File: src/rtl/mssb_pkg.sv
// Shared types, constants and register codes for the masked scaled sprite blitter.
package mssb_pkg;

  localparam int MAX_SCALE  = 4;
  localparam int ADDR_W     = 18;
  localparam int CLAMP_W    = $clog2(MAX_SCALE + 1);
  localparam int POS_W      = 8 + CLAMP_W;
  localparam int CRD_W      = POS_W + 3;
  localparam int SUM_W      = 20;
  localparam int Q_DEPTH    = 4;
  localparam int Q_PTR_W    = $clog2(Q_DEPTH);
  localparam int CFG_IDX_W  = 3;
  localparam int CFG_DATA_W = 12;

  localparam logic [CFG_IDX_W-1:0] REG_ORIGIN_X      = 3'd0;
  localparam logic [CFG_IDX_W-1:0] REG_ORIGIN_Y      = 3'd1;
  localparam logic [CFG_IDX_W-1:0] REG_TILE_WIDTH    = 3'd2;
  localparam logic [CFG_IDX_W-1:0] REG_TILE_HEIGHT   = 3'd3;
  localparam logic [CFG_IDX_W-1:0] REG_SPRITE_WIDTH  = 3'd4;
  localparam logic [CFG_IDX_W-1:0] REG_SPRITE_HEIGHT = 3'd5;
  localparam logic [CFG_IDX_W-1:0] REG_SCALE_FACTOR  = 3'd6;

  typedef struct packed {
    logic [15:0] pixel_color;
    logic        pixel_visible;
    logic        first_pixel;
  } in_item_t;

  typedef struct packed {
    logic [ADDR_W-1:0] write_address;
    logic [15:0]       write_color;
    logic              write_last;
  } out_item_t;

  typedef struct packed {
    logic signed [11:0] origin_x;
    logic signed [11:0] origin_y;
    logic [10:0]        tile_width;
    logic [8:0]         tile_height;
    logic [7:0]         sprite_width;
    logic [7:0]         sprite_height;
    logic [2:0]         scale_factor;
  } cfg_t;

  // One visible pixel, already clipped to a rectangle of tile coordinates.
  typedef struct packed {
    logic [15:0] color;
    logic        row_major;
    logic [10:0] x_lo;
    logic [10:0] x_hi;
    logic [8:0]  y_lo;
    logic [8:0]  y_hi;
  } job_t;

endpackage

File: src/rtl/mssb_front.sv
// Front end: accepts pixels, keeps the source counters and clips each pixel's block.
module mssb_front (
  input  logic             clk,
  input  logic             rst_n,
  input  mssb_pkg::cfg_t   cfg,
  input  logic             in_valid,
  output logic             in_ready,
  input  mssb_pkg::in_item_t in_data,
  output logic             job_valid,
  input  logic             job_ready,
  output mssb_pkg::job_t   job
);
  import mssb_pkg::*;

  logic [7:0]  col_r, row_r, col_nxt, row_nxt;
  logic [7:0]  col_eff, row_eff, col_inc;
  logic        row_ok;
  logic        in_acc;

  logic        a_valid_r;
  logic [7:0]  a_col_r, a_row_r;
  logic [15:0] a_color_r;
  logic        a_active_r;
  logic        a_drain;

  logic [CLAMP_W-1:0]      s;
  logic [POS_W-1:0]        col_prod, row_prod;
  logic signed [CRD_W-1:0] bx, by, tw_s, th_s;
  logic signed [CRD_W-1:0] xv [MAX_SCALE];
  logic signed [CRD_W-1:0] yv [MAX_SCALE];
  logic [MAX_SCALE-1:0]    x_ok, y_ok;
  logic                    job_ok;

  assign in_acc = in_valid && in_ready;

  always_comb begin
    col_eff = in_data.first_pixel ? 8'd0 : col_r;
    row_eff = in_data.first_pixel ? 8'd0 : row_r;
    row_ok  = row_eff < cfg.sprite_height;
    col_inc = col_eff + 8'd1;
    col_nxt = col_eff;
    row_nxt = row_eff;
    // past the sprite the counters hold
    if (row_ok) begin
      if (col_inc >= cfg.sprite_width) begin
        col_nxt = 8'd0;
        row_nxt = row_eff + 8'd1;
      end else begin
        col_nxt = col_inc;
      end
    end
  end

  always_ff @(posedge clk) begin
    if (!rst_n) begin
      col_r     <= 8'd0;
      row_r     <= 8'd0;
      a_valid_r <= 1'b0;
    end else begin
      if (in_acc) begin
        col_r     <= col_nxt;
        row_r     <= row_nxt;
        a_valid_r <= 1'b1;
      end else if (a_drain) begin
        a_valid_r <= 1'b0;
      end
    end
  end

  always_ff @(posedge clk) begin
    if (in_acc) begin
      a_col_r    <= col_eff;
      a_row_r    <= row_eff;
      a_color_r  <= in_data.pixel_color;
      a_active_r <= in_data.pixel_visible && row_ok;
    end
  end

  // Clip the scale-by-scale block against the tile.
  always_comb begin
    if (cfg.scale_factor == 3'd0) begin
      s = CLAMP_W'(1);
    end else if (int'(cfg.scale_factor) > MAX_SCALE) begin
      s = CLAMP_W'(MAX_SCALE);
    end else begin
      s = CLAMP_W'(cfg.scale_factor);
    end
    col_prod = POS_W'(a_col_r) * POS_W'(s);
    row_prod = POS_W'(a_row_r) * POS_W'(s);
    bx   = CRD_W'(cfg.origin_x) + $signed(CRD_W'(col_prod));
    by   = CRD_W'(cfg.origin_y) + $signed(CRD_W'(row_prod));
    tw_s = CRD_W'(cfg.tile_width);
    th_s = CRD_W'(cfg.tile_height);
    for (int i = 0; i < MAX_SCALE; i++) begin
      xv[i]   = bx + CRD_W'(i);
      yv[i]   = by + CRD_W'(i);
      x_ok[i] = (CLAMP_W'(i) < s) && !xv[i][CRD_W-1] && (xv[i] < tw_s);
      y_ok[i] = (CLAMP_W'(i) < s) && !yv[i][CRD_W-1] && (yv[i] < th_s);
    end
  end

  always_comb begin
    job.color     = a_color_r;
    job.row_major = (s == CLAMP_W'(2));
    job.x_lo      = 11'd0;
    job.x_hi      = 11'd0;
    job.y_lo      = 9'd0;
    job.y_hi      = 9'd0;
    for (int i = MAX_SCALE - 1; i >= 0; i--) begin
      if (x_ok[i]) job.x_lo = 11'(xv[i]);
      if (y_ok[i]) job.y_lo = 9'(yv[i]);
    end
    for (int i = 0; i < MAX_SCALE; i++) begin
      if (x_ok[i]) job.x_hi = 11'(xv[i]);
      if (y_ok[i]) job.y_hi = 9'(yv[i]);
    end
  end

  assign job_ok    = a_valid_r && a_active_r && (|x_ok) && (|y_ok);
  assign job_valid = job_ok;
  // drop pixels with nothing to draw without waiting on the queue
  assign a_drain   = a_valid_r && (job_ready || !job_ok);
  assign in_ready  = !a_valid_r || a_drain;

endmodule

File: src/rtl/mssb_queue.sv
// Small request queue between the front end and the write generator.
module mssb_queue (
  input  logic           clk,
  input  logic           rst_n,
  input  logic           push_valid,
  output logic           push_ready,
  input  mssb_pkg::job_t push_data,
  output logic           pop_valid,
  input  logic           pop_ready,
  output mssb_pkg::job_t pop_data
);
  import mssb_pkg::*;

  job_t               mem [Q_DEPTH];
  logic [Q_PTR_W-1:0] wr_ptr_r, rd_ptr_r;
  logic [Q_PTR_W:0]   count_r;
  logic               push, pop;

  assign push_ready = count_r != (Q_PTR_W+1)'(Q_DEPTH);
  assign pop_valid  = count_r != '0;
  assign pop_data   = mem[rd_ptr_r];
  assign push       = push_valid && push_ready;
  assign pop        = pop_valid && pop_ready;

  always_ff @(posedge clk) begin
    if (!rst_n) begin
      wr_ptr_r <= '0;
      rd_ptr_r <= '0;
      count_r  <= '0;
    end else begin
      if (push) wr_ptr_r <= wr_ptr_r + Q_PTR_W'(1);
      if (pop)  rd_ptr_r <= rd_ptr_r + Q_PTR_W'(1);
      if (push && !pop) begin
        count_r <= count_r + (Q_PTR_W+1)'(1);
      end else if (pop && !push) begin
        count_r <= count_r - (Q_PTR_W+1)'(1);
      end
    end
  end

  always_ff @(posedge clk) begin
    if (push) mem[wr_ptr_r] <= push_data;
  end

endmodule

File: src/rtl/mssb_back.sv
// Back end: walks clipped blocks; one write per cycle unless stalled.
module mssb_back (
  input  logic                clk,
  input  logic                rst_n,
  input  mssb_pkg::cfg_t      cfg,
  input  logic                job_valid,
  output logic                job_ready,
  input  mssb_pkg::job_t      job,
  output logic                out_valid,
  input  logic                out_ready,
  output mssb_pkg::out_item_t out_data
);
  import mssb_pkg::*;

  logic        busy_r;
  job_t        job_r;
  logic [10:0] cx_r, cx_nxt;
  logic [8:0]  cy_r, cy_nxt;
  logic        out_valid_r;
  out_item_t   out_data_r;

  logic             out_free, emit, at_last, load;
  logic [SUM_W-1:0] prod, sum;

  assign out_free  = !out_valid_r || out_ready;
  assign emit      = busy_r && out_free;
  assign at_last   = (cx_r == job_r.x_hi) && (cy_r == job_r.y_hi);
  assign job_ready = !busy_r || (emit && at_last);
  assign load      = job_valid && job_ready;

  assign prod = SUM_W'(cy_r) * SUM_W'(cfg.tile_width);
  assign sum  = prod + SUM_W'(cx_r);

  // scale 2 walks row by row, every other scale column by column
  always_comb begin
    cx_nxt = cx_r;
    cy_nxt = cy_r;
    if (job_r.row_major) begin
      if (cx_r == job_r.x_hi) begin
        cx_nxt = job_r.x_lo;
        cy_nxt = cy_r + 9'd1;
      end else begin
        cx_nxt = cx_r + 11'd1;
      end
    end else begin
      if (cy_r == job_r.y_hi) begin
        cy_nxt = job_r.y_lo;
        cx_nxt = cx_r + 11'd1;
      end else begin
        cy_nxt = cy_r + 9'd1;
      end
    end
  end

  always_ff @(posedge clk) begin
    if (!rst_n) begin
      busy_r      <= 1'b0;
      out_valid_r <= 1'b0;
    end else begin
      if (load) begin
        busy_r <= 1'b1;
      end else if (emit && at_last) begin
        busy_r <= 1'b0;
      end
      if (emit) begin
        out_valid_r <= 1'b1;
      end else if (out_ready) begin
        out_valid_r <= 1'b0;
      end
    end
  end

  always_ff @(posedge clk) begin
    if (load) begin
      job_r <= job;
      cx_r  <= job.x_lo;
      cy_r  <= job.y_lo;
    end else if (emit) begin
      cx_r  <= cx_nxt;
      cy_r  <= cy_nxt;
    end
    if (emit) begin
      out_data_r.write_address <= ADDR_W'(sum);
      out_data_r.write_color   <= job_r.color;
      out_data_r.write_last    <= at_last;
    end
  end

  assign out_valid = out_valid_r;
  assign out_data  = out_data_r;

endmodule

File: src/rtl/masked_scaled_sprite_blit.sv
// Top level of the masked scaled sprite blitter: configuration registers and wiring.
//
// Pixels arrive in row-major order and are taken at one per cycle by the front end,
// unless it holds a request the queue cannot take; it counts source columns and
// rows and clips each visible pixel's scale-by-scale block to the tile. Pixels that
// are transparent, past the sprite or wholly off the tile do not wait on the queue
// and cause no write. Drawn pixels wait in a four-entry request queue; the write
// generator then issues one write per cycle while the output is not stalled, so a
// pixel with k targets inside the tile gets k writes (up to scale squared, 16 at
// scale 4), and that single write port sets the sustained rate.
// Configuration writes are always taken and must be made while the block is idle.
module masked_scaled_sprite_blit (
  input  logic                                clk,
  input  logic                                rst_n,
  input  logic                                cfg_valid,
  output logic                                cfg_ready,
  input  logic [mssb_pkg::CFG_IDX_W-1:0]      cfg_index,
  input  logic [mssb_pkg::CFG_DATA_W-1:0]     cfg_data,
  input  logic                                in_valid,
  output logic                                in_ready,
  input  mssb_pkg::in_item_t                  in_data,
  output logic                                out_valid,
  input  logic                                out_ready,
  output mssb_pkg::out_item_t                 out_data
);
  import mssb_pkg::*;

  cfg_t cfg_r;
  job_t f_job, q_job;
  logic f_valid, f_ready, q_valid, q_ready;

  assign cfg_ready = 1'b1;

  always_ff @(posedge clk) begin
    if (!rst_n) begin
      cfg_r.origin_x      <= 12'sd0;
      cfg_r.origin_y      <= 12'sd0;
      cfg_r.tile_width    <= 11'd320;
      cfg_r.tile_height   <= 9'd30;
      cfg_r.sprite_width  <= 8'd16;
      cfg_r.sprite_height <= 8'd16;
      cfg_r.scale_factor  <= 3'd1;
    end else if (cfg_valid && cfg_ready) begin
      case (cfg_index)
        REG_ORIGIN_X:      cfg_r.origin_x      <= $signed(cfg_data[11:0]);
        REG_ORIGIN_Y:      cfg_r.origin_y      <= $signed(cfg_data[11:0]);
        REG_TILE_WIDTH:    cfg_r.tile_width    <= cfg_data[10:0];
        REG_TILE_HEIGHT:   cfg_r.tile_height   <= cfg_data[8:0];
        REG_SPRITE_WIDTH:  cfg_r.sprite_width  <= cfg_data[7:0];
        REG_SPRITE_HEIGHT: cfg_r.sprite_height <= cfg_data[7:0];
        REG_SCALE_FACTOR:  cfg_r.scale_factor  <= cfg_data[2:0];
        default: begin
        end
      endcase
    end
  end

  mssb_front u_front (
    .clk       (clk),
    .rst_n     (rst_n),
    .cfg       (cfg_r),
    .in_valid  (in_valid),
    .in_ready  (in_ready),
    .in_data   (in_data),
    .job_valid (f_valid),
    .job_ready (f_ready),
    .job       (f_job)
  );

  mssb_queue u_queue (
    .clk        (clk),
    .rst_n      (rst_n),
    .push_valid (f_valid),
    .push_ready (f_ready),
    .push_data  (f_job),
    .pop_valid  (q_valid),
    .pop_ready  (q_ready),
    .pop_data   (q_job)
  );

  mssb_back u_back (
    .clk       (clk),
    .rst_n     (rst_n),
    .cfg       (cfg_r),
    .job_valid (q_valid),
    .job_ready (q_ready),
    .job       (q_job),
    .out_valid (out_valid),
    .out_ready (out_ready),
    .out_data  (out_data)
  );

`ifndef SYNTHESIS
  // a queued request always describes a non-empty rectangle
  a_job_nonempty: assert property (@(posedge clk) disable iff (!rst_n)
    q_valid |-> (q_job.x_lo <= q_job.x_hi) && (q_job.y_lo <= q_job.y_hi))
    else $error("queued request with empty clip rectangle");

  // the front end holds a request the queue could not take
  a_front_holds: assert property (@(posedge clk) disable iff (!rst_n)
    f_valid && !f_ready |=> f_valid && $stable(f_job))
    else $error("front end dropped a stalled request");

  // nothing is issued straight out of reset
  a_reset_quiet: assert property (@(posedge clk)
    !rst_n |=> !out_valid)
    else $error("write issued after reset");
`endif

endmodule
File: config.mk
export PLATFORM = sky130hd
export DESIGN_NAME = masked_scaled_sprite_blit
export DESIGN_NICKNAME = d
export VERILOG_FILES = /design/src/rtl/mssb_pkg.sv /design/src/rtl/mssb_front.sv /design/src/rtl/mssb_queue.sv /design/src/rtl/mssb_back.sv /design/src/rtl/masked_scaled_sprite_blit.sv
export SDC_FILE = /design/constraint.sdc
export NUM_CORES = 1
export LEC_CHECK = 0
export BUFFER_PORTS_ARGS = -buffer_cell sky130_fd_sc_hd__buf_2
export CAP_MARGIN = 5
export CORE_ASPECT_RATIO = 0.7
export CORE_MARGIN = 8
export CORE_UTILIZATION = 60
export DETAILED_ROUTE_END_ITERATION = 10
export PLACE_DENSITY_LB_ADDON = 0.08
export SLEW_MARGIN = 30
export SYNTH_ARGS = -nofsm -noshare
export SYNTH_HDL_FRONTEND = slang
export SYNTH_SLANG_ARGS = --single-unit
export TNS_END_PERCENT = 5
File: constraint.sdc
create_clock -name clk -period 8.87 [get_ports clk]
set_input_delay 0.4435 -clock clk [delete_from_list [all_inputs] [get_ports clk]]
set_output_delay 0.4435 -clock clk [all_outputs]
set_load 0.05 [all_outputs]
# [Yosys cells after proc, flatten, opt, wreduce, memory -nomap -nowiden]
# Memory sizes are Yosys's and may differ from the RTL's. A register that Yosys moved wholly into a read port is not among the register bits.
# Cells that the tools add are included.
[totals] mem_count=1 in_bits=38 ramBits=228 out_inout_bits=38 register_bits=234
[memory_table] memory="u_queue.mem" words=4 word_bits=57 rd=1 rd_ports_with_merged_regs=1 write_ports=1 line="mssb_queue.sv:14" text="job_t mem [Q_DEPTH];"
[op_classes] reduce_logical=67 n_mux=46 order_cmp=15 add_sub_neg=17 n_mul=3 n_eq_ne=11
[op_table] operator="11-bit two-way mux" n=13
[op_table] operator="9-bit two-way mux" n=13
[op_table] operator="14-bit by 3-bit adder with 14-bit output (second input constant)" n=4
[op_table] operator="14-bit by 10-bit < comparator with 1-bit output" n=4
[op_table] operator="14-bit by 12-bit < comparator with 1-bit output" n=4
[op_table] operator="8-bit two-way mux" n=6
[op_table] operator="1-bit logical AND" n=29
[op_table] operator="14-bit by 2-bit adder with 14-bit output (second input constant)" n=2
[op_table] operator="12-bit by 12-bit adder with 13-bit output" n=2
[op_table] operator="8-bit by 3-bit multiplier with 11-bit output" n=2
[op_table] operator="18-bit by 11-bit adder with 18-bit output" n=1
[op_table] operator="9-bit by 11-bit multiplier with 18-bit output" n=1
[op_table] operator="2-bit AND reduction" n=9
[op_table] operator="8-bit by 1-bit adder with 8-bit output (second input constant)" n=2
[op_table] operator="1-bit logical NOT" n=14
[op_table] operator="3-bit two-way mux" n=4
[op_table] operator="11-bit by 1-bit adder with 11-bit output (second input constant)" n=1
[op_table] operator="11-bit == test" n=1
[op_table] operator="2-bit nonzero test" n=5
[op_table] operator="9-bit by 1-bit adder with 9-bit output (second input constant)" n=1
[op_table] operator="3-bit by 2-bit == test with 1-bit output (second input constant)" n=3
[op_table] operator="3-bit == test (second input constant)" n=3
[op_table] operator="9-bit == test" n=1
[op_table] operator="8-bit greater-or-equal comparator" n=1
[op_table] operator="15 further kinds" n=33

# [Depth between registers and ports, before layout]
# Gate-level depths: netlist of the first run.
[depth] depth_word=18 ltp_mapped=38

# [Modules after synthesis]
# A second synthesis of the first run with hierarchy kept.
[unflattened] cells_unflattened=2458 area_unflattened_um2=28210.8
[modules_own_cells] module="mssb_front" area_per_inst_um2=9217.6 cells_per_inst=1202 instances=1
[modules_own_cells] module="mssb_queue" area_per_inst_um2=8697.1 cells_per_inst=345 instances=1
[modules_own_cells] module="mssb_back" area_per_inst_um2=7892.6 cells_per_inst=677 instances=1
[modules_own_cells] module="masked_scaled_sprite_blit" area_per_inst_um2=2403.6 cells_per_inst=234 instances=1

# [Least setup slack after synthesis of the first run]
# No wires, ideal clock.
[synth_path] path_kind="reg2reg" start="reg cfg_r[2] (netlist name)" end="mem u_queue.mem[0][0] (netlist name) (enable)" path_stages_with_launch=32 setup_slack_ns=0.656 arrival_ns=7.793 setup_time_ns=0.421 path_cell_list="dfxtp_1 > clkbuf_1 > nor2b_1 > clkbuf_1 > nand2_1 > fa_1 > inv_1 > ha_1 > a21o_1 > a21oi_1 > o21bai_1 > a21oi_1 > xnor2_1 > ha_1 > nand3b_1 > o22ai_1 > or3_1 > or2_1 > buf_2 > and2_1 > nand2_1 > xor2_1 > inv_1 > ha_1 > a211o_1 > a211oi_1 > o311a_1 > o2111ai_4 > inv_2 > nor4_4 > nor4_4 > and2_1"
[synth_via] elab_chain_cells=15 word_cells_on_any_way=57 cone_classes="add/sub (8); mul (2); order compare (13); mux (4); reduce/logical (30)"
[synth_lines] item="from (decl)" line="masked_scaled_sprite_blit.sv:28" text="cfg_t cfg_r;"
[synth_lines] item="3-bit greater-than comparator" line="mssb_front.sv:83" text="end else if (int'(cfg.scale_factor) > MAX_SCALE) begin"
[synth_lines] item="3-bit two-way mux" line="mssb_front.sv:83"
[synth_lines] item="3-bit two-way mux *" line="mssb_front.sv:81" text="if (cfg.scale_factor == 3'd0) begin"
[synth_lines] item="branches (longest 8 deep; another with 14-bit by 2-bit adder with 14-bit output)"
[synth_lines] item="1-bit logical AND *" line="mssb_front.sv:119" text="assign job_ok = a_valid_r && a_active_r && (|x_ok) && (|y_ok);"
[synth_lines] item="1-bit logical AND *" line="mssb_queue.sv:22" text="assign push = push_valid && push_ready;"
[synth_lines] item="via u_queue.push" line="mssb_queue.sv:17" text="logic push, pop;"
[synth_lines] item="1-bit two-way mux *" line="mssb_queue.sv:42" text="if (push) mem[wr_ptr_r] <= push_data;"
[synth_lines] item="1-bit two-way mux (implied by the code) *" line="mssb_queue.sv:42"
[synth_lines] item="to (decl)" line="mssb_queue.sv:14"
# Mark *: on every way through the listed nets, which the timed path passes.

# [Worst setup path in the final report of the first run]
[layout_path] start="reg cfg_r[2] (netlist name)" end="reg u_queue.count_r[2]"
[layout_via] elab_chain_cells=16 word_cells_on_any_way=60 cone_classes="add/sub (8); mul (2); order compare (13); mux (3); reduce/logical (34)"
[layout_lines] item="3-bit greater-than comparator" line="mssb_front.sv:83"
[layout_lines] item="3-bit two-way mux" line="mssb_front.sv:83"
[layout_lines] item="3-bit two-way mux *" line="mssb_front.sv:81"
[layout_lines] item="branches (longest 8 deep; another with 14-bit by 2-bit adder with 14-bit output)"
[layout_lines] item="1-bit logical AND *" line="mssb_front.sv:119"
[layout_lines] item="1-bit logical AND *" line="mssb_queue.sv:22"
[layout_lines] item="via u_queue.push" line="mssb_queue.sv:17"
[layout_lines] item="1-bit logical NOT" line="mssb_queue.sv:35" text="end else if (pop && !push) begin"
[layout_lines] item="1-bit logical AND" line="mssb_queue.sv:35"
[layout_lines] item="2-bit nonzero test (no source line)"
[layout_lines] item="to (signal assigned)" line="mssb_queue.sv:34" text="count_r <= count_r + (Q_PTR_W+1)'(1);"
[layout_lines] item="to (signal assigned)" line="mssb_queue.sv:36" text="count_r <= count_r - (Q_PTR_W+1)'(1);"
[layout_lines] item="to (decl)" line="mssb_queue.sv:16" text="logic [Q_PTR_W:0] count_r;"
# Marks and branches as above.
# A chain may end at the register's enable or synchronous reset.

==> summary.md, run 1 <==
| Metric | Value |
|---|---|
| CTS root buffer | clkbuf_16 |
| Worst-Skew Late Latency | a little over 0.6 ns |
| # Max-Cap Violations | 0 |
| R2r endpoint | u_queue.count_r[2] |
| FFs w/ async S/R, synth | 0% |
| I/O Buffers | 74 |
| Final net count | around 2,900 |
| Worst-Margin Slew | ~0.9 ns |
| Vias in the first global route | around 19,000 |
| Ys flop type | edfxtp_1 |
| Hold crit path type | input port to register |
| Critical path launch point | cfg_r[2] |
| Antenna violations before repair | 1 |
| Share of the synthesized area in the top cell type | a little over 40% |
| Reg clk slew, reported paths | 0.06 ns |
| Fin crit share | between 90% and 100% |
| IO Count | between 70 and 80 |
| Total gr overflow | 0 |
| Die area | 0.0537 sq mm |
| DRT Pass-1 Iters | 8 |
| Vias per cell | around 6.0 |
| Final hold viol count | 0 |
| Maximum clock path buffer count | 3 |
| Area Overhead vs Synth | 9.62% |
| Flop2flop setup slack | approximately 0.63 ns |
| Slew headroom | between 30% and 40% |
| Ranking of synthesized cells by area | edfxtp_1 (40%), ha_1 (8.7%), dfxtp_1 (6.5%), fa_1 (6.3%), nand2_1 (5.0%) |
| Post-route cell area | ~0.031 sq mm |
| H-tree depth | 2 |
| Final min period | between 8 and 9 ns |
| Number of distinct library cells after synthesis | slightly below 90 |
| Fraction of layout cells with a size suffix above 1 | 10.9% |
| Cells on worst reg2reg path | 30 |
| Cell Pwr Density | 260 mW/mm^2 |
| Crit Path Class | register to register |
| Post-Syn Instances | between 2,000 and 2,500 |
| GPL Wtd Cong | 0.966 |
| RR Startpoint | cfg_r[2] |
| Avg Inst Size Synth | approximately 11 sq um |
| Tot Pwr | around 7.9 mW |
| Chip Height | 196 um |
| Max Slew Vio Count | 0 |
| Run status | completed |
| RSZ-0062 raised after global routing | no |
| Worst hold slack | 0.0340 ns |
| Pleak | around 12 nW |
| # Post-CTS Setup Buffers | 0 |
| DR DRC count | 0 |
| Max Clock Skew | about 0.036 ns |
| Crit-path max cell delay | around 0.64 ns |
| Area leader, netlist | edfxtp_1 |
| Setup TNS | 0 ns |
| Starting Density | about three fifths |
| Post-route ant nets | 0 |
| Core area | 0.0462 sq mm |
| CTS sink cnt | 464 |
| Hold path cells | 1 |
| Std cell rows | between 60 and 70 |
| Total number of yosys warnings | 0 |
| Hold path start | in_data[10] |
| CP endpoint kind | register |
| Hold Path End | u_front.a_color_r[8] |
| HPWL after detailed placement | 49,600 um |
| Post-synthesis register bit count | about 460 |
| Slowest-stage cell, CP | nor3_1 |
| WL/cell | 22.1 um |
| Peak VDD IR | between 0.2 and 0.3 mV |
| Pin count of the biggest net entering global routing | a little over 100 |
| Register area share after synthesis | between 40% and 50% |
| EDFF count, synth | around 370 |
| Final wirelength | about 70,000 um |
| CP Max Fanout | 12 |
| Crit path launch type | register |
| Starting DRT DRC Count | roughly 1,600 |
| Fillers | roughly 3,500 |
| Placed Area | roughly 0.029 sq mm |
| Horiz. Die Dim | roughly 270 um |
| CTS tree | built |
| Worst endpoint required time | ~9.4 ns |
| Final setup viols | 0 |
| Global-route wire length before repair | ~110,000 um |
| N_diodes | 0 |
| Fmax | between 0.1 and 0.15 GHz |
| Total nets after synthesis | 2,792 |
| Inserted Clock Buffers | 45 |
| GRT Total Usage | roughly a quarter |
| Syn Std Cell Area | between 0.02 and 0.03 sq mm |
| Vias | 19,100 |
| Arrival @ worst endpoint | roughly 8.8 ns |
[worst max-delay path by stage]
stage / to / cells after the start
after floorplan: u_queue.mem[0][0] / 31
after global placement: u_queue.count_r[2] / 28
after detailed placement: u_queue.count_r[2] / 28
after CTS: u_queue.count_r[2] / 28
after global routing: u_queue.count_r[2] / 34
final: u_queue.count_r[2] / 30
[what timing repair did]
item / CTS / global route
hold endpoints to repair: 15 / 0
setup endpoints to repair: 0 / 2
hold buffers: 15 / 0
gates resized for setup: 0 / 3
[layer usage]
layer  GRT usage [%]  routed length, um
met2            39.0              30200
met3            6.53               6470
met5               0                  0
met1            39.4              32300
met4            5.78               1250
[power by group]
group / internal [mW] / switching [mW]
Combinational: 1.10 / 1.74
Clock: 1.03 / 0.869
Sequential: 2.90 / 0.307
Total: 5.03 / 2.92
[state kept, by name (all words and copies together) (netlist names), 9 cells and up, named ones only]
| register | flops |
|---|---|
| u_back.cy_r | 9 |
| u_queue.mem | 228 |
| u_back.cx_r | 11 |
| u_back.job_r | 57 |
| u_front.a_color_r | 16 |
| cfg_r | 63 |
| u_back.out_data | 35 |
[layout by cell type, fill, tap and decap left out, types with 11 or more instances in the layout]
master / netlist / final
edfxtp_1: 373 / 373
nand2_1: 369 / 369
ha_1: 193 / 193
inv_1: 192 / 191
o21ai_0: 99 / 99
a21oi_1: 99 / 98
xnor2_1: 92 / 92
dfxtp_1: 91 / 89
fa_1: 87 / 87
nor2_1: 77 / 75
buf_2: 15 / 74
a21boi_0: 65 / 65
and2_1: 67 / 63
mux4_2: 57 / 57
xor2_1: 49 / 48
clkbuf_16: 0 / 45
nand3_1: 42 / 42
a21o_1: 36 / 36
nor2b_1: 36 / 35
nor3_1: 32 / 29
mux2i_1: 27 / 27
buf_4: 1 / 25
o21a_1: 23 / 23
and3_1: 20 / 20
o211ai_1: 19 / 19
o21bai_1: 19 / 19
nand2b_1: 17 / 17
nand4_1: 15 / 15
dlygate4sd3_1: 0 / 15
a211oi_1: 14 / 14
a31oi_1: 11 / 11
clkbuf_1: 78 / 11
[through the flow]
step	cells	util [%]	setup slack [ns]
6_report	3183	66.1	0.630
3_5_place_dp	3085	62.5	0.474
3_3_place_gp	3085	62.5	0.791
5_1_grt	3183	66.1	0.0791
2_1_floorplan	2474	-	0.656
4_1_cts	3182	66.0	0.491
[critical path: cells and delay by family, from the launching register on]
| family | cells | cell delay (ns) |
|---|---|---|
| DFF | 1 | 0.47 |
| AOI/OAI and AO/OA | 5 | 0.67 |
| and+or+nand+nor | 10 | 3.48 |
| adders and majority gates | 7 | 2.39 |
| buffers and inverters | 5 | 0.48 |
| xor gates and xnor gates | 3 | 0.66 |
[synthesized netlist by cell type (all sizes together) (5+ instances only)]
| cell type | number |
|---|---|
| nor4 | 11 |
| edfxtp | 373 |
| o21bai | 19 |
| mux4 | 57 |
| inv | 194 |
| dfxtp | 91 |
| nand4 | 15 |
| and3 | 20 |
| a31oi | 11 |
| a221oi | 6 |
| nor3 | 32 |
| o21ai | 102 |
| a21oi | 99 |
| nor2 | 77 |
| a21boi | 68 |
| clkbuf | 78 |
| nand2 | 369 |
| a21o | 36 |
| a2111oi | 5 |
| o21a | 23 |
| a211oi | 18 |
| a22oi | 6 |
| or3 | 9 |
| xnor2 | 95 |
| xor2 | 49 |
| ha | 193 |
| fa | 87 |
| buf | 28 |
| o211ai | 19 |
| o31ai | 9 |
| nor2b | 36 |
| mux2i | 27 |
| and2 | 68 |
| o22ai | 10 |
| nand3 | 42 |
| or4 | 5 |
| nand2b | 17 |
[cells by family after synthesis]
kind of cell               synth area share (%)
and+or+nand+nor                            12.3
other                                    0.0135
muxes                                      5.70
DFF                                        46.8
xor gates and xnor gates                   4.61
adders and majority gates                  14.9
AOI/OAI and AO/OA                          11.4
buffers and inverters                      4.22
[area by class of cell]
type,count,area [sq um],share of cell area (%)
inverter,197,741,2.43
clock inverter,24,251,0.824
sequential,464,13000,42.7
multi-input combinational,1707,13700,44.9
timing repair buffer,121,840,2.75
tap,612,766,2.51
clock buffer,58,1190,3.92
(Power assumes the default switching activity.)
==> inputs of run 2 (changes only) <==
--- a/config.mk
+++ b/config.mk
@@ -9,7 +9,7 @@
 export CAP_MARGIN = 5
 export CORE_ASPECT_RATIO = 0.7
 export CORE_MARGIN = 8
-export CORE_UTILIZATION = 60
+export CORE_UTILIZATION = 57
 export DETAILED_ROUTE_END_ITERATION = 10
 export PLACE_DENSITY_LB_ADDON = 0.08
 export SLEW_MARGIN = 30
==> constraint.sdc (replaced) <==
create_clock -name clk -period 7.21 [get_ports clk]
set_input_delay 0.3605 -clock clk [delete_from_list [all_inputs] [get_ports clk]]
set_output_delay 0.3605 -clock clk [all_outputs]
set_load 0.05 [all_outputs]
==> run 2 against run 1 <==
- the run now ends with setup timing left
- critical endpoint unchanged
- die area is 4.9% higher
- sequential power increased by 23%
- cell count increased by 5.2%
- worst setup slack got worse by 0.66 ns
- first-iteration DRC count grew 25%
- highest routed layer unchanged
==> summary.md, run 2 (synthesis results as in run 1) <==
| Metric | Value |
|---|---|
| Peak VDD IR | 0.341 mV (+32%) |
| Failing checks | setup timing |
| Post-route cell area | 0.0321 sq mm (+5.3%) |
| Vias in the first global route | 19,300 (+1.5%) |
| Hold crit path type | input port to register |
| Max Slew Vio Count | 0 (unchanged) |
| Final wirelength | 73,000 um (+4.0%) |
| Final setup viols | 2 (+2) |
| CP Max Fanout | 7 (-5) |
| Top flop regs | u_queue.mem x228, cfg_r x63, u_back.job_r x57 |
| Tot Pwr | 9.95 mW (+25%) |
| Worst-Skew Late Latency | 0.59 ns (-0.02 ns) |
| Seq pwr share | 39.7% (-0.6 points) |
| Global-route wire length before repair | 113,000 um (+2.3%) |
| Slew headroom | 33.4% (-6.4 points) |
| Switching share of power | 36.4% (-0.26 points) |
| Slowest-stage cell, CP | fa_1 |
| Maximum clock path buffer count | 3 (unchanged) |
| Clock power share | 23.8% (about the same) |
| Fin crit share | 100% (+7.5 points) |
| GRT Total Usage | 25.7% (-0.81 points) |
| Reg clk slew, reported paths | 0.07 ns (about the same) |
| HPWL after detailed placement | 52,400 um (+5.7%) |
| Final net count | 2,976 (+4.3%) |
| Run status | complete, but fails checks |
| Combinational share of power | 36.6% (+0.8 points) |
| Most flops, register | u_queue.mem |
| CP endpoint kind | register |
| CTS sink cnt | 464 (unchanged) |
| CTS tree | built |
| Vias per cell | 5.87 (-2.1%) |
| # Max-Cap Violations | 0 (unchanged) |
| DR DRC count | 0 (unchanged) |
| Fin cells | 3,348 (+5.2%) |
| Placed Area | 0.0297 sq mm (+2.8%) |
| Total gr overflow | 0 (unchanged) |
| CTS root buffer | clkbuf_16 |
| IO Count | 76 (unchanged) |
| Worst hold slack | 0.0963 ns (+0.0624 ns) |
| Crit path launch type | register |
| Arrival @ worst endpoint | 7.75 ns (-1.00 ns) |
| Final min period | 7.24 ns (-1.00 ns) |
| Area Overhead vs Synth | 15.4% |
| Horiz. Die Dim | 280 um (+2.4%) |
| RSZ-0062 raised after global routing | yes |
| Fmax | 0.138 GHz (+14%) |
| Crit-path max cell delay | 0.45 ns (-0.19 ns) |
| Vias | 19,600 (+3.0%) |
| Starting Density | 58.0% (-2.4 points) |
| Dpl cells | 3,216 (+4.2%) |
| Worst endpoint required time | 7.72 ns (-1.66 ns) |
| Core area | 0.0480 sq mm (+4.1%) |
| Most frequent CP cell | inv_2 |
| Inserted Clock Buffers | 45 (unchanged) |
| DRT Pass-1 Iters | 6 (-2) |
| Die area | 0.0563 sq mm (+4.9%) |
| Sw power | 3.62 mW (+24%) |
| Setup TNS | -0.0311 ns (-0.0311 ns) |
| Chip Height | 201 um (+2.4%) |
| Commonest non-fill, non-tap cell in the layout | edfxtp_1 |
| Cell Pwr Density | 309 mW/mm^2 (+19%) |
| Worst-Margin Slew | 0.999 ns (+0.0967 ns) |
| Crit Path Class | register to register |
| WL/cell | 21.8 um (-1.1%) |
| H-tree depth | 2 (unchanged) |
| Pleak | 12.7 nW (+6.9%) |
| Post-route ant nets | 0 (unchanged) |
| Dpl ws | -0.0493 ns (-0.524 ns) |
| Final core occ | 66.9% (+0.80 points) |
| Final worst setup slack | -0.0278 ns (-0.658 ns) |
| Final hold viol count | 0 (unchanged) |
| Antenna violations before repair | 2 (+1) |
| Std cell rows | 67 (+1.5%) |
| N_diodes | 0 (unchanged) |
| Commonest cells after routing, fill and taps aside | edfxtp_1 (373), nand2_1 (366), ha_1 (187) |
| Pin count of the biggest net entering global routing | 102 (unchanged) |
| Max reg flops | 228 (unchanged) |
| GPL Wtd Cong | 0.957 (-0.90%) |
| Fraction of layout cells with a size suffix above 1 | 18.0% (+7.2 points) |
| Starting DRT DRC Count | 2,031 (+25%) |
| Internal | 6.32 mW (+26%) |
| Fillers | 3,614 (+4.6%) |
| I/O Buffers | 74 (unchanged) |
| Max Clock Skew | 0.0341 ns (-0.00232 ns) |
## run 2: layout make-up
| cell class | instances | area (sq um) | area share (%) |
|---|---|---|---|
| Multi-Input combinational cell | 1707 | 14200 | 44.2 |
| Sequential cell | 464 | 13000 | 40.6 |
| Timing Repair Buffer | 243 | 1850 | 5.75 |
| Clock buffer | 61 | 1260 | 3.93 |
| Tap cell | 655 | 820 | 2.55 |
| Inverter | 197 | 741 | 2.30 |
| Clock inverter | 21 | 226 | 0.705 |
## run 2: final timing paths
| kind | from | to | slack [ns] | cells past startpoint |
|---|---|---|---|---|
| worst min-delay path | cfg_data[11] | cfg_r[62] | 0.1 | 3 |
| worst min register to register | u_back.job_r[53] | u_back.out_data[13] | 0.42 | 0 |
| worst max-delay path | cfg_r[1] | u_queue.count_r[2] | -0.03 | 34 |
| worst max register to register | cfg_r[1] | u_queue.count_r[2] | -0.03 | 34 |
## run 2: metal layers
layer  global-route usage (%)  vias to the layer above  share of wire [%]
met1                     39.3                     9691                 47
met5                        0                        -                  0
li1                         -                     9169                  -
met2                     37.6                      717                 43
met4                     3.66                        0                1.0
met3                     5.83                       66                9.0
## run 2: timing repair
action / CTS / global route
buffers inserted: 8 / 26
endpoints found under the setup margin: 2 / 396
hold buffers: 16 / 0
hold endpoints to repair: 16 / 0
pin swaps: 16 / 49
resized for setup: 25 / 95
## run 2: worst max-delay path, delay by kind of cell (launching register included)
kind | cells | cell delay, ns
compound gates | 9 | 1.71
xor+xnor | 3 | 0.43
fa+ha+maj | 7 | 2.27
buf+inv | 5 | 0.37
flops | 1 | 0.38
simple gates | 10 | 1.97
## run 2: power by group through the flow
stage	registers [mW]	logic, mW	clock network (mW)
3_5_place_dp	3.98	3.57	0
5_1_grt	3.99	4.06	2.51
4_1_cts	3.93	3.62	2.41
3_3_place_gp	3.97	3.50	0
2_1_floorplan	4.07	2.45	0
6_report	3.94	3.64	2.37
==> inputs of run 3 (changes only) <==
--- a/config.mk
+++ b/config.mk
@@ -9,10 +9,10 @@
 export CAP_MARGIN = 5
 export CORE_ASPECT_RATIO = 0.7
 export CORE_MARGIN = 8
-export CORE_UTILIZATION = 57
+export CORE_UTILIZATION = 29
 export DETAILED_ROUTE_END_ITERATION = 10
 export PLACE_DENSITY_LB_ADDON = 0.08
-export SLEW_MARGIN = 30
+export SLEW_MARGIN = 25
 export SYNTH_ARGS = -nofsm -noshare
 export SYNTH_HDL_FRONTEND = slang
 export SYNTH_SLANG_ARGS = --single-unit
==> run 3 against run 2 <==
- the flow now finishes without violations
- first-iteration DRC count fell by 41%
- critical path depth decreased by 7
- largest power group unchanged
- wire length increased by 14%
- clock skew decreased by 0.0052 ns
- clock power increased by 11%
- register-to-register slack gained 0.26 ns
- highest routed layer is now met5
- die area up 89%
- critical endpoint is now in_ready
- maximum frequency increased by 1.9%
- total power up 3.5%
- worst setup slack better by 0.14 ns
==> summary.md, run 3 (synthesis results as in run 1) <==
| Metric | Value |
|---|---|
| Run status | completed |
| DR top layer | met5 |
| Slowest-stage cell, CP | fa_1 |
| Hold path start | cfg_data[11] |
| Core area | 0.0956 sq mm (+99%) |
| GPL Wtd Cong | 0.892 (-6.8%) |
| Vias per cell | 4.87 (-17%) |
| Slew headroom | 30.1% (-3.4 points) |
| Crit Path Class | register to output pin |
| Fmax | 0.141 GHz (+1.9%) |
| CP endpoint kind | output pin |
| Most flops, register | u_queue.mem |
| M1 WL | 42,600 um (+24%) |
| Final wirelength | 83,100 um (+14%) |
| Starting Density | 29.1% (-29 points) |
| Setup TNS | 0 ns (+0.0311 ns) |
| Antenna violations before repair | 8 (+6) |
| CTS tree | built |
| Starting DRT DRC Count | 1,203 (-41%) |
| Post-route ant nets | 0 (unchanged) |
| Met3 routed WL | 4950 um (-25%) |
| Hold crit path type | input port to register |
| RR Startpoint | cfg_r[1] |
| Area Overhead vs Synth | 19.5% |
| Commonest cells after routing, fill and taps aside | edfxtp_1 (373), nand2_1 (366), inv_1 (186) |
| Final net count | 3,011 (+1.2%) |
| Hold path cells | 3 (unchanged) |
| Crit path launch type | register |
| Vias in the first global route | 19,600 (+1.4%) |
| Global-route wire length before repair | 126,000 um (+12%) |
| DRT Pass-1 Iters | 5 (-1) |
| Final hold viol count | 0 (unchanged) |
| Dpl ws | -0.154 ns (-0.105 ns) |
| R2r endpoint | u_queue.mem[1][30] |
| Crit-path leading delay family | adder cells |
| Cell Pwr Density | 310 mW/mm^2 (about the same) |
| Maximum clock path buffer count | 3 (unchanged) |
| Crit-path max cell delay | 0.48 ns (+0.03 ns) |
| HPWL after detailed placement | 60,400 um (+15%) |
| I/O Buffers | 74 (unchanged) |
| Peak VDD IR | 0.185 mV (-46%) |
| Routed wl met2 | 34,300 um (+9.2%) |
| Vias | 19,500 (-0.88%) |
| CP Max Fanout | 10 (+3) |
| Max reg flops | 228 (unchanged) |
| Pin count of the biggest net entering global routing | 59 (-42%) |
| N_diodes | 0 (unchanged) |
| Inserted Clock Buffers | 51 (+13%) |
| RSZ-0062 raised after global routing | yes |
| Reg clk slew, reported paths | 0.06 ns (about the same) |
| Worst hold slack | 0.0955 ns (-0.000825 ns) |
| Stages on the worst setup path | 27 (-21%) |
| Max Slew Vio Count | 0 (unchanged) |
| CP Buf/Inv Count | 9 (+4) |
| GRT Total Usage | 15.6% (-10 points) |
| Fraction of layout cells with a size suffix above 1 | 19.2% (+1.2 points) |
| H-tree depth | 2 (unchanged) |
| Flop2flop setup slack | 0.23 ns (+0.26 ns) |
| Arrival @ worst endpoint | 6.74 ns (-1.01 ns) |
| Final worst setup slack | 0.109 ns (+0.137 ns) |
| Worst-Skew Late Latency | 0.63 ns (+0.04 ns) |
| Std cell rows | 95 (+42%) |
| Cells on worst reg2reg path | 29 (-15%) |
| WL/cell | 20.8 um (-4.6%) |
| Chip Height | 275 um (+37%) |
| IO Count | 76 (unchanged) |
| Hold Path End | cfg_r[62] |
| CTS root buffer | clkbuf_16 |
| Final setup viols | 0 (-2) |
| Top flop regs | u_queue.mem x228, cfg_r x63, u_back.job_r x57 |
| # Max-Cap Violations | 0 (unchanged) |
| Horiz. Die Dim | 386 um (+38%) |
| Fin crit share | 98.5% (-1.9 points) |
| Most frequent CP cell | buf_4 |
| Worst endpoint required time | 6.85 ns (-0.87 ns) |
| DR DRC count | 0 (unchanged) |
| Total gr overflow | 0 (unchanged) |
| Commonest non-fill, non-tap cell in the layout | edfxtp_1 |
| Worst-Margin Slew | 1.04 ns (+0.0449 ns) |
| Final min period | 7.10 ns (-0.137 ns) |
| CTS sink cnt | 464 (unchanged) |
| Die area | 0.106 sq mm (+89%) |
| Max Clock Skew | 0.0289 ns (-0.00516 ns) |
| Pleak | 13.0 nW (+1.8%) |
run 3: changes by cell type in the layout (fill, tap and decap cells not counted), sizes merged:
cell / delta
dlygate4sd3: +2
clkbuf: -4
clkinv: +8
bufinv: +2
clkinvlp: +5
buf: +27
run 3: per-stage QoR:
step / cell area (sq um) / instances / total power [mW] / utilization [%]
after floorplan: 27900 / 2474 / 6.52 / -
after global placement: 30600 / 3844 / 7.72 / 32.0
after detailed placement: 30600 / 3844 / 7.74 / 32.0
after CTS: 32900 / 3981 / 10.5 / 34.4
after global routing: 33300 / 3994 / 11.0 / 34.8
final: 33300 / 3994 / 10.3 / 34.8
run 3: cell type report:
type	instances	area (sq um)
fillers	9570	62300
multi-input cells	1707	14100
flip-flops and latches	464	13000
repair buffers	272	2090
well taps	1261	1580
clock buffers	57	1320
inverters	197	742
clock inverters	36	344
run 3: worst max path at each step:
stage              from                  to  slack [ns]
6_report       cfg_r[2]            in_ready        0.11
3_3_place_gp   cfg_r[0]  u_queue.count_r[2]       -0.06
2_1_floorplan  cfg_r[2]  u_queue.count_r[2]        0.02
3_5_place_dp   cfg_r[0]  u_queue.count_r[2]       -0.15
4_1_cts        cfg_r[0]            in_ready       0.003
5_1_grt        cfg_r[1]            in_ready       -0.18
run 3: layer usage:
metal | global-route usage (%) | vias up
li1 | - | 9254
met1 | 23.9 | 9710
met2 | 22.5 | 419
met3 | 3.16 | 83
met4 | 3.10 | 4
met5 | 0 | -
run 3: report_power, final:
part	internal, mW	switching (mW)	total (mW)
combinational	1.45	2.23	3.69
sequential	3.57	0.420	3.99
clock	1.47	1.15	2.62
run 3: repair_timing:
| action | 4_1_cts | 5_1_grt |
|---|---|---|
| hold buffers | 18 | 0 |
| setup buffers | 27 | 13 |
| pin swaps | 33 | 44 |
| hold endpoints to repair | 18 | 0 |
| setup endpoints to repair | 32 | 362 |
| resized for setup | 51 | 59 |
run 3: tightest hold or removal path: cells and delay by family:
family	cells	cell delay [ns]
AOI/OAI and AO/OA	1	0.07
buffers and inverters	1	0.16
and+or+nand+nor	1	0.08
